`config.mk`:
```
export PLATFORM = sky130hd
export DESIGN_NAME = tkk_front
export DESIGN_NICKNAME = d
export VERILOG_FILES = /design/src/rtl/tkk_pkg.sv /design/src/rtl/tkk_front.sv
export SDC_FILE = /design/constraint.sdc
export NUM_CORES = 1
export LEC_CHECK = 0
export BUFFER_PORTS_ARGS = -buffer_cell sky130_fd_sc_hd__buf_2
export CAP_MARGIN = 20
export CORE_MARGIN = 2
export CORE_UTILIZATION = 49
export CTS_BUF_LIST = sky130_fd_sc_hd__clkbuf_2 sky130_fd_sc_hd__clkbuf_4 sky130_fd_sc_hd__clkbuf_8
export CTS_CLUSTER_DIAMETER = 80
export DETAILED_ROUTE_END_ITERATION = 8
export PLACE_DENSITY = 0.87
export SLEW_MARGIN = 20
export SYNTH_ARGS = -nofsm -noshare
export SYNTH_HDL_FRONTEND = slang
export SYNTH_SLANG_ARGS = --single-unit
```
`constraint.sdc`:
```
create_clock -name clk -period 5 [get_ports clk]
set_clock_uncertainty 0.1 [all_clocks]
set_input_delay 0 -clock clk [delete_from_list [all_inputs] [get_ports clk]]
set_output_delay 0 -clock clk [all_outputs]
set_load 0.05 [all_outputs]
```
`src/rtl/tkk_pkg.sv`:
```
// Shared types and constants for the top-k keypoint selector.
package tkk_pkg;

	localparam int COORD_W = 32;
	localparam int SCORE_W = 32;
	localparam int LIMIT_W = 7;
	localparam int RANK_W  = 6;
	localparam int COUNT_W = 7;

	localparam logic [LIMIT_W-1:0] LIMIT_RST = 7'd64;

	// input queue between front and back; depth is a power of two
	localparam int QUEUE_DEPTH = 2;
	localparam int QUEUE_AW    = 1;
	localparam int QUEUE_CW    = 2;

	// one queued keypoint request
	typedef struct packed {
		logic [COORD_W-1:0] x_bits;
		logic [COORD_W-1:0] y_bits;
		logic [SCORE_W-1:0] strength;
		logic               last;
	} tkk_item_t;

	// one entry of the ranked store
	typedef struct packed {
		logic [SCORE_W-1:0] strength;
		logic [COORD_W-1:0] x_bits;
		logic [COORD_W-1:0] y_bits;
	} tkk_entry_t;

	typedef enum logic [2:0] {
		BK_IDLE,
		BK_CHECK,
		BK_SCAN,
		BK_PUT,
		BK_DONE,
		BK_EMIT_RD,
		BK_EMIT_WR,
		BK_EMPTY
	} tkk_back_state_t;

endpackage

```
`src/rtl/tkk_front.sv`:
```
// Front end: takes keypoint requests, tags the frame end and queues them for the back end.
module tkk_front (
	input  logic                       clk,
	input  logic                       arst_n,
	input  logic                       in_valid,
	output logic                       in_ready,
	input  logic [tkk_pkg::COORD_W-1:0] point_x_bits,
	input  logic [tkk_pkg::COORD_W-1:0] point_y_bits,
	input  logic [tkk_pkg::SCORE_W-1:0] strength,
	input  logic                       frame_end,
	output logic                       q_valid,
	input  logic                       q_ready,
	output tkk_pkg::tkk_item_t         q_item
);
	import tkk_pkg::*;

	tkk_item_t            slot_q [QUEUE_DEPTH];
	logic [QUEUE_AW-1:0]  wr_ptr_q;
	logic [QUEUE_AW-1:0]  rd_ptr_q;
	logic [QUEUE_CW-1:0]  cnt_q;
	logic                 push;
	logic                 pop;
	tkk_item_t            in_item;

	// classify and pack the incoming request
	always_comb begin
		in_item.x_bits   = point_x_bits;
		in_item.y_bits   = point_y_bits;
		in_item.strength = strength;
		in_item.last     = frame_end;
	end

	assign in_ready = (cnt_q != QUEUE_CW'(QUEUE_DEPTH));
	assign q_valid  = (cnt_q != '0);
	assign push     = in_valid && in_ready;
	assign pop      = q_valid && q_ready;
	assign q_item   = slot_q[rd_ptr_q];

	// queue storage
	always_ff @(posedge clk) begin
		if (push) begin
			slot_q[wr_ptr_q] <= in_item;
		end
	end

	// pointers and fill count
	always_ff @(posedge clk or negedge arst_n) begin
		if (!arst_n) begin
			wr_ptr_q <= '0;
			rd_ptr_q <= '0;
			cnt_q    <= '0;
		end else begin
			if (push) begin
				wr_ptr_q <= wr_ptr_q + QUEUE_AW'(1);
			end
			if (pop) begin
				rd_ptr_q <= rd_ptr_q + QUEUE_AW'(1);
			end
			unique case ({push, pop})
				2'b10:   cnt_q <= cnt_q + QUEUE_CW'(1);
				2'b01:   cnt_q <= cnt_q - QUEUE_CW'(1);
				default: cnt_q <= cnt_q;
			endcase
		end
	end

`ifndef SYNTH
	a_cnt_bound: assert property (@(posedge clk) disable iff (!arst_n)
		cnt_q <= QUEUE_CW'(QUEUE_DEPTH))
		else $error("queue count past depth");
	a_push_only: assert property (@(posedge clk) disable iff (!arst_n)
		(push && !pop) |=> cnt_q == $past(cnt_q) + QUEUE_CW'(1))
		else $error("queue count missed a push");
	a_pop_only: assert property (@(posedge clk) disable iff (!arst_n)
		(pop && !push) |=> cnt_q == $past(cnt_q) - QUEUE_CW'(1))
		else $error("queue count missed a pop");
`endif

endmodule

```
==> results.json, run 1 <==
{
  "status": "completed",
  "cts_tree": "built",
  "synth.top_cell.area_share_pct": 80.2,
  "synth_warnings": 0,
  "critPathLaunchType": "flop",
  "p_seq_share_pct": 39.8,
  "drc": 0,
  "yosys.area.top_type": "edfxtp_1",
  "hp-class": "input pin to flop",
  "end_kind": "primary output",
  "maxSlewHeadroom_pct": 47.2,
  "clock_path_buffers": 2,
  "finalSetupViolCount": 0,
  "avgSynthCellArea_um2": 22.8,
  "max_freq_ghz": 0.350,
  "finalCriticalPeriod_ns": 2.86,
  "crit_slowest_cell": "dfrtp_4",
  "first_global_vias": 4388,
  "critPathKind": "flop to primary output",
  "drive_gt1_share_pct": 51.7,
  "drv_slew": 0,
  "synth-async-reset-ratio_pct": 2.02,
  "placed_area_mm2": 0.00846,
  "hpwl_um": 8650,
  "maxCapViolCount": 0,
  "cts.clk_slew.worst_paths_ns": 0.10,
  "nNetsFinal": 733,
  "setup_tns_ns": 0,
  "crit_fanout": 52,
  "p_sw_share_pct": 42.3,
  "fp.dieH_um": 126,
  "min-delay-start": "point_y_bits[3]",
  "hold_violations": 0,
  "p_comb_share_pct": 43.6,
  "io_pins": 200,
  "first_pass_iters": 4,
  "wl_per_cell_um": 17.7,
  "timing.rr.start": "cnt_q[0]",
  "die_w_um": 126,
  "drt_iter0_drc": 171,
  "yosysSeqAreaShare_pct": 81.5,
  "switchingPower_uw": 2600,
  "grt_usage_pct": 18.4,
  "cts.sinks": 198,
  "grt_max_degree": 57,
  "gp_congestion": 0.702,
  "synth.distinct_cells": 15,
  "syn-num-nets": 421,
  "routed_wl_um": 14700,
  "netlist_area_mm2": 0.00727,
  "cp.required_ns": 4.90,
  "cp.arrival_ns": 2.76,
  "h-tree-depth": 4,
  "fin_cells": 828,
  "num_antenna_cells": 0,
  "placementRows": 44,
  "min_period_over_period_pct": 57.2,
  "yosysMostFrequentCell": "edfxtp_1",
  "p_leak_uw": 0.00378,
  "clockPowerShare_pct": 16.6,
  "clk-insertion-delay-late_ns": 0.46,
  "root_buffer": "clkbuf_8",
  "vias": 4067,
  "rsz0062_at_grt": "no",
  "port_buffers": 199,
  "synth_edf_count": 194,
  "stdcell_area_mm2": 0.00987,
  "internal_power_uw": 3550,
  "yosys-top-cells-count": "edfxtp_1, mux2_2, mux2_4",
  "antenna_found_initial": 0,
  "syn2layout_area_growth_pct": 35.8,
  "worstMarginPinSlew_ns": 0.791,
  "synth_seq_cells": 198,
  "worstPathCellList": "buf_4 -> mux2_2 -> buf_2",
  "grt_pass1_wl_um": 22200,
  "ys.flop_type": "edfxtp_1",
  "synth_cells": 319,
  "die_area_mm2": 0.0158,
  "power.density_mw_per_mm2": 623,
  "synth_area_leaders": "edfxtp_1, mux2_2, mux2_4",
  "cts_made_buffers": 17,
  "drtAntennaViolNets": 0,
  "initial_core_util_pct": 50.0,
  "via_per_inst": 4.91,
  "place_inst": 695,
  "grt-ovfl-total": 0,
  "slowest_delay_ns": 0.87,
  "vdd_drop_max_mv": 0.485,
  "cp-startpoint": "rd_ptr_q",
  "coreArea_mm2": 0.0145
}
==> placed cells by master (no fill, tap or decap), types with 2 or more instances in the layout <==
cell,synthesis,layout
buf_2,7,199
edfxtp_1,194,194
dlygate4sd3_1,0,101
mux2_2,77,77
mux2_4,20,20
clkbuf_8,0,17
clkinv_1,0,4
clkinv_4,0,4
buf_4,0,4
xnor2_1,3,3
bufinv_16,0,3
dfrtp_1,4,3
xor2_1,2,2
clkinvlp_4,0,2
==> layer usage <==
metal	vias to the layer above	share of wire, %	GRT usage [%]
met2	149	53	33.0
met1	2004	39	21.1
li1	1885	-	-
met5	-	0	0
met3	29	5.4	4.93
met4	0	2.4	7.30
==> stage by stage <==
stage                     total power, uW  hold slack [ns]  utilization (%)  setup WS (ns)
after floorplan                      4580           -0.396                -          0.856
after global placement               5040           -0.291             58.2           2.64
after detailed placement             5090           -0.287             58.2           2.57
after CTS                            6170            0.124             67.9           2.11
after global routing                 6380            0.141             67.9           1.99
final                                6150            0.163             67.9           2.14
==> state kept, by name (all words and copies together) (netlist names) <==
name and cells:
rd_ptr_q 1, wr_ptr_q 1, cnt_q 2, slot_q 194
==> final timing paths <==
| path | to | slack (ns) | depth (start not counted) |
|---|---|---|---|
| worst min-delay path | slot_q[0][36] | 0.16 | 2 |
| max in group asynchronous | rd_ptr_q | 4.22 | 3 |
| worst min register to register | cnt_q[0] | 0.47 | 1 |
| worst max register to register | slot_q[1][47] | 2.55 | 3 |
| worst max-delay path | q_item[90] | 2.14 | 3 |
| min in group asynchronous | rd_ptr_q | 0.36 | 3 |
==> power by group through the flow <==
stage	Sequential, uW	Clock [uW]	Combinational (uW)
2_1_floorplan	2400	0	2190
3_3_place_gp	2450	0	2590
3_5_place_dp	2480	0	2610
4_1_cts	2440	1040	2680
5_1_grt	2480	1110	2790
6_report	2450	1020	2680
==> kinds of logic after synthesis <==
| logic type | count (synthesis) | share of synthesized area [%] |
|---|---|---|
| buffers and inverters | 11 | 1.10 |
| adder cells (fa/ha/maj) | 1 | 0.172 |
| XOR/XNOR | 5 | 0.603 |
| flip-flops | 198 | 81.5 |
| AND/OR/NAND/NOR | 7 | 0.534 |
| multiplexers | 97 | 16.1 |
==> repair_timing <==
item / 4_1_cts / 5_1_grt
hold buffers: 101 / 0
setup buffers: 0 / 0
endpoints found under the hold margin: 201 / 0
resized for setup: 0 / 0
endpoints found under the setup margin: 0 / 0
==> final cells by class <==
class / count / area (um2)
Clock inverter: 14 / 160
Timing Repair Buffer: 304 / 2040
Multi-Input combinational cell: 110 / 1270
Tap cell: 184 / 230
Clock buffer: 18 / 241
Fill cell: 943 / 4660
Sequential cell: 198 / 5930
==> worst max-delay path, delay by kind of cell, from the launching register on <==
kind     cells  cell delay [ns]
buf+inv      2             0.94
flops        1             0.87
mux          1             0.43
Note: power is estimated with default switching activity, not from simulation.
==> run 2: changes to the inputs <==
ABC_AREA = 1   (was not set)
clock period = 2.5 ns   (was 5 ns; I/O delays follow)
==> run 2 against run 1 <==
Compared with the run above:
- global-route usage increased by 2.1 points
- sequential share of layout area fell by 0.54 points
- cell count increased by 25%
- first-iteration DRC count is 130% higher
- synthesized cell count increased by 68%
- via count is 25% higher
- critical path depth is 2 higher
- sequential cell count unchanged
- die area about the same
- worst hold slack got worse by 0.020 ns
- highest routed layer unchanged
- worst setup slack got worse by 1.7 ns
- largest power group unchanged
- design area up 0.91%
==> results.json, run 2 <==
{
  "nNetsFinal": 944,
  "setup_ws_ns": 0.434,
  "yosys.area.top_type": "edfxtp_1",
  "vias": 5079,
  "pre_cts_ws_ns": 0.880,
  "hpwl_um": 9490,
  "whs_path_depth": 2,
  "port_buffers": 199,
  "synth_edf_count": 194,
  "antenna_found_initial": 0,
  "clock_path_buffers": 2,
  "maxSlewHeadroom_pct": 71.5,
  "power.density_mw_per_mm2": 1300,
  "via_per_inst": 4.89,
  "fp.dieH_um": 126,
  "cts_tree": "built",
  "worstPathCellList": "inv_4 -> buf_12 -> nand2_1 -> nand2_1 -> buf_2",
  "drv_slew": 0,
  "avgSynthCellArea_um2": 13.6,
  "yosysMostFrequentCell": "nand2_1",
  "syn-num-nets": 638,
  "cp.required_ns": 2.40,
  "p_leak_uw": 0.00427,
  "syn2layout_area_growth_pct": 37.0,
  "routed_wl_um": 16100,
  "synth.distinct_cells": 14,
  "ys.flop_type": "edfxtp_1",
  "crit_slowest_cell": "dfrtp_4",
  "synth_area_leaders": "edfxtp_1, nand2_1, dfrtp_1",
  "synth.top_cell.area_share_pct": 80.1,
  "layout_commonest_cell": "nand2_1",
  "critPathKind": "flop to primary output",
  "drtAntennaViolNets": 0,
  "hold_ws_ns": 0.142,
  "hp-class": "input pin to flop",
  "worstMarginPinSlew_ns": 0.427,
  "io_pins": 200,
  "finalSetupViolCount": 0,
  "die_w_um": 126,
  "grt_max_degree": 99,
  "cts_setup_buffers": 0,
  "cp.arrival_ns": 1.97,
  "synth.area.mux_share_pct": 0,
  "synth_fa_ha_area_share_pct": 0.172,
  "p_total_uw": 12900,
  "min_to": "slot_q[1][77]",
  "synth-async-reset-ratio_pct": 2.02,
  "cts.clk_slew.worst_paths_ns": 0.11,
  "placementRows": 44,
  "vdd_drop_max_mv": 1.10,
  "max_freq_ghz": 0.484,
  "reg2reg_slack_ns": 0.88,
  "synth_warnings": 0,
  "coreArea_mm2": 0.0145,
  "min_period_over_period_pct": 82.7,
  "worst-r2r-cell-count": 5,
  "drt_iter0_drc": 387,
  "yosysSeqAreaShare_pct": 81.5,
  "largestRegisters": "slot_q (194), cnt_q (2)",
  "grt_pass1_wl_um": 25100,
  "end_kind": "primary output",
  "maxCapViolCount": 0,
  "grt_usage_pct": 20.5,
  "cpMostUsedCell": "nand2_1",
  "critPathLaunchType": "flop",
  "rsz0062_at_grt": "no",
  "min-delay-start": "point_x_bits[12]",
  "drive_gt1_share_pct": 28.8,
  "yosys-top-cells-count": "nand2_1, edfxtp_1, buf_2",
  "num_antenna_cells": 0,
  "cts_made_buffers": 17,
  "first_global_vias": 5222,
  "timing.rr.start": "cnt_q[0]",
  "synth_xor_xnor_area_share_pct": 0.120,
  "initial_core_util_pct": 50.0,
  "final_util_pct": 68.6,
  "synth-simple-area-share_pct": 15.9,
  "largest_reg_flops": 194,
  "finalCriticalPeriod_ns": 2.07,
  "layout_common_cells": "nand2_1, buf_2, edfxtp_1",
  "status": "completed",
  "synth_top_family_by_area": "simple AND/OR/NAND/NOR gates",
  "regMostFlops": "slot_q",
  "setup_tns_ns": 0,
  "drc": 0,
  "grt-ovfl-total": 0,
  "synth_compound_area_share_pct": 0.0688,
  "rr_endpoint": "slot_q[0][29]",
  "hold_violations": 0,
  "synth_cells": 536,
  "crit_fanout": 37,
  "h-tree-depth": 4,
  "wl_per_cell_um": 15.5,
  "synth_seq_cells": 198,
  "first_pass_iters": 5,
  "root_buffer": "clkbuf_8",
  "netlist_area_mm2": 0.00727,
  "gp_congestion": 0.775,
  "die_area_mm2": 0.0158,
  "slowest_delay_ns": 0.51,
  "cts.sinks": 198,
  "clk-insertion-delay-late_ns": 0.46
}
[run 2: metrics by stage]
step / cell area [um2] / instances
global placement: 8550 / 906
detailed placement: 8550 / 906
global route: 9960 / 1039
finish: 9960 / 1039
floorplan: 7320 / 536
CTS: 9960 / 1039
[run 2: layout make-up]
type / count / area, um2
clock buffers: 17 / 234
repair buffers: 308 / 2140
well taps: 184 / 230
inverters: 7 / 28.8
clock inverters: 15 / 168
multi-input cells: 310 / 1230
fillers: 937 / 4570
flip-flops and latches: 198 / 5930
[run 2: power by group]
part | total (uW) | internal, uW | switching [uW]
clock | 2040 | 910 | 1130
sequential | 4740 | 4520 | 217
combinational | 6170 | 1290 | 4870
total | 12900 | 6730 | 6210
[run 2: kinds of logic (layout without fill, tap and decap cells)]
family,count (synthesis),after routing
xor gates and xnor gates,1,1
and+or+nand+nor,307,307
DFF,198,198
adders and majority gates,1,1
AOI/OAI and AO/OA,1,1
buffers and inverters,28,347
[run 2: critical path, delay by kind of cell, from the launching register on]
| kind | cells | cell delay, ns |
|---|---|---|
| buffers and inverters | 3 | 0.78 |
| DFF | 1 | 0.51 |
| and+or+nand+nor | 2 | 0.17 |
[run 2: worst max-delay path by stage]
| stage | from | end | depth (start not counted) |
|---|---|---|---|
| after global routing | rd_ptr_q | q_item[41] | 5 |
| final | rd_ptr_q | q_item[41] | 5 |
| after floorplan | cnt_q[0] | slot_q[1][0] | 4 |
| after CTS | rd_ptr_q | q_item[41] | 5 |
| after global placement | cnt_q[0] | slot_q[1][66] | 5 |
| after detailed placement | cnt_q[0] | slot_q[0][40] | 5 |
[run 2: repair_timing]
item,CTS,global route
hold endpoints to repair,202,0
hold buffers,101,0
gates resized for setup,0,0
[run 2: per-layer routing]
metal	share of wire (%)	up-vias	global-route usage, %	wire, um
li1	-	2414	-	-
met1	38	2412	23.3	6060
met2	53	221	37.1	8600
met3	7.0	32	5.35	1130
met4	1.9	0	8.14	308
met5	0	-	0	0
==> run 3: changes to the inputs <==
CORE_UTILIZATION = 54   (was 49)
PLACE_DENSITY = 0.91   (was 0.87)
clock period = 2.01 ns   (was 2.5 ns; I/O delays follow)
==> run 3 against run 2 <==
Compared with the run above:
- combinational power rose by 32%
- register-to-register slack got worse by 0.62 ns
- critical path depth unchanged
- largest cell class unchanged
- critical path type unchanged
- largest power group unchanged
- total power grew 29%
- core utilization up 7.9 points
==> results.json, run 3 (synthesized netlist as in run 2, its figures left out) <==
{
  "status": "completed",
  "vdd_drop_max_mv": 1.44,
  "first_pass_iters": 5,
  "setup_tns_ns": 0,
  "end_kind": "primary output",
  "grt_pass1_wl_um": 27800,
  "gp_congestion": 0.785,
  "hp-class": "input pin to flop",
  "port_buffers": 199,
  "drtAntennaViolNets": 0,
  "first_global_vias": 5506,
  "placementRows": 42,
  "antenna_found_initial": 0,
  "drc": 0,
  "n_fill_cell": 746,
  "num_antenna_cells": 0,
  "fp.dieH_um": 120,
  "cts_tree": "built",
  "wl_per_cell_um": 18.1,
  "cts.sinks": 198,
  "power.density_mw_per_mm2": 1650,
  "critPathKind": "flop to primary output",
  "multi_input_comb_area_mm2": 0.00123,
  "critPathLaunchType": "flop",
  "coreArea_mm2": 0.0132,
  "root_buffer": "clkbuf_8",
  "die_area_mm2": 0.0144,
  "io_pins": 200,
  "layout_common_cells": "nand2_1, edfxtp_1, buf_2",
  "min_period_over_period_pct": 96.1,
  "cp.required_ns": 1.91,
  "whs_path_depth": 2,
  "vias": 5292,
  "worstMarginPinSlew_ns": 0.475,
  "final_util_pct": 76.5,
  "finalSetupViolCount": 0,
  "hold_violations": 0,
  "p_leak_uw": 0.00434,
  "h-tree-depth": 4,
  "largest_reg_flops": 194,
  "routed_wl_um": 18800,
  "finalCriticalPeriod_ns": 1.93,
  "nNetsFinal": 949,
  "drv_slew": 0,
  "grt-ovfl-total": 0,
  "clk-insertion-delay-late_ns": 0.46,
  "cts_made_buffers": 17,
  "worst-r2r-cell-count": 5,
  "drive_gt1_share_pct": 29.2,
  "cts.clk_slew.worst_paths_ns": 0.10,
  "die_w_um": 120,
  "initial_core_util_pct": 55.1,
  "regMostFlops": "slot_q",
  "grt_max_degree": 99,
  "largestRegisters": "slot_q (194), cnt_q (2)",
  "maxSlewHeadroom_pct": 68.3,
  "drt_iter0_drc": 492,
  "clock_path_buffers": 2,
  "via_per_inst": 5.11,
  "grt_usage_pct": 26.2,
  "cts_setup_buffers": 0,
  "hold_ws_ns": 0.160,
  "cp.arrival_ns": 1.83,
  "maxCapViolCount": 0,
  "hpwl_um": 9390,
  "syn2layout_area_growth_pct": 38.7,
  "ff_latch_area_mm2": 0.00593,
  "max_freq_ghz": 0.518,
  "crit_fanout": 49,
  "layout_commonest_cell": "nand2_1"
}
==> run 3: cell count changes in the layout (fill, tap and decap cells not counted), sizes merged <==
cell / previous run / this run
clkbuf: 17 / 35
clkinvlp: 4 / 2
inv: 13 / 15
buf: 207 / 194
==> run 3: worst max-delay path, stage by stage, from the launching register on <==
cell and delay [ns]:
dfrtp_4 0.52, inv_4 0.12, buf_16 0.25, nand2_1 0.09, nand2_1 0.11, buf_2 0.28
==> run 3: worst paths after layout <==
path,from,endpoint,slack (ns)
worst max-delay path,rd_ptr_q,q_item[68],0.08
worst min register to register,cnt_q[0],cnt_q[0],0.47
min in group asynchronous,arst_n,cnt_q[0],0.34
worst min-delay path,point_x_bits[12],slot_q[1][77],0.16
max in group asynchronous,arst_n,rd_ptr_q,1.27
worst max register to register,cnt_q[0],slot_q[1][92],0.26
==> run 3: where the power goes <==
group	total (uW)	switching [uW]	internal (uW)
clock network	2580	1440	1140
logic	8140	6300	1840
registers	5920	292	5630
total	16600	8030	8600
==> run 3: repair_timing <==
| item | 4_1_cts | 5_1_grt |
|---|---|---|
| hold buffers | 101 | 0 |
| setup endpoints to repair | 8 | 54 |
| hold endpoints to repair | 203 | 0 |
| resized for setup | 1 | 20 |
| gates cloned | 1 | 0 |
==> run 3: layout make-up <==
cell class / count / area share, %
Timing Repair Buffer: 313 / 22.6
Inverter: 7 / 0.285
Tap cell: 176 / 2.18
Sequential cell: 198 / 58.8
Multi-Input combinational cell: 310 / 12.2
Clock buffer: 17 / 2.32
Clock inverter: 15 / 1.65
==> run 3: through the flow <==
step	setup WS [ns]	instances	total power, uW	cell area, um2
global route	-0.00304	1036	17300	10100
detailed placement	0.270	902	13600	8590
global placement	0.305	902	13400	8590
finish	0.0783	1036	16600	10100
CTS	0.00432	1036	16400	10000
floorplan	-0.624	536	11700	7320
==> run 3: per-layer routing <==
metal  vias to the layer above  wire, um  GRT usage (%)
li1                       2424         -              -
met4                         0       418           10.3
met3                        39      1250           6.56
met2                       272     10200           47.6
met5                         -         0              0
met1                      2557      6860           29.5
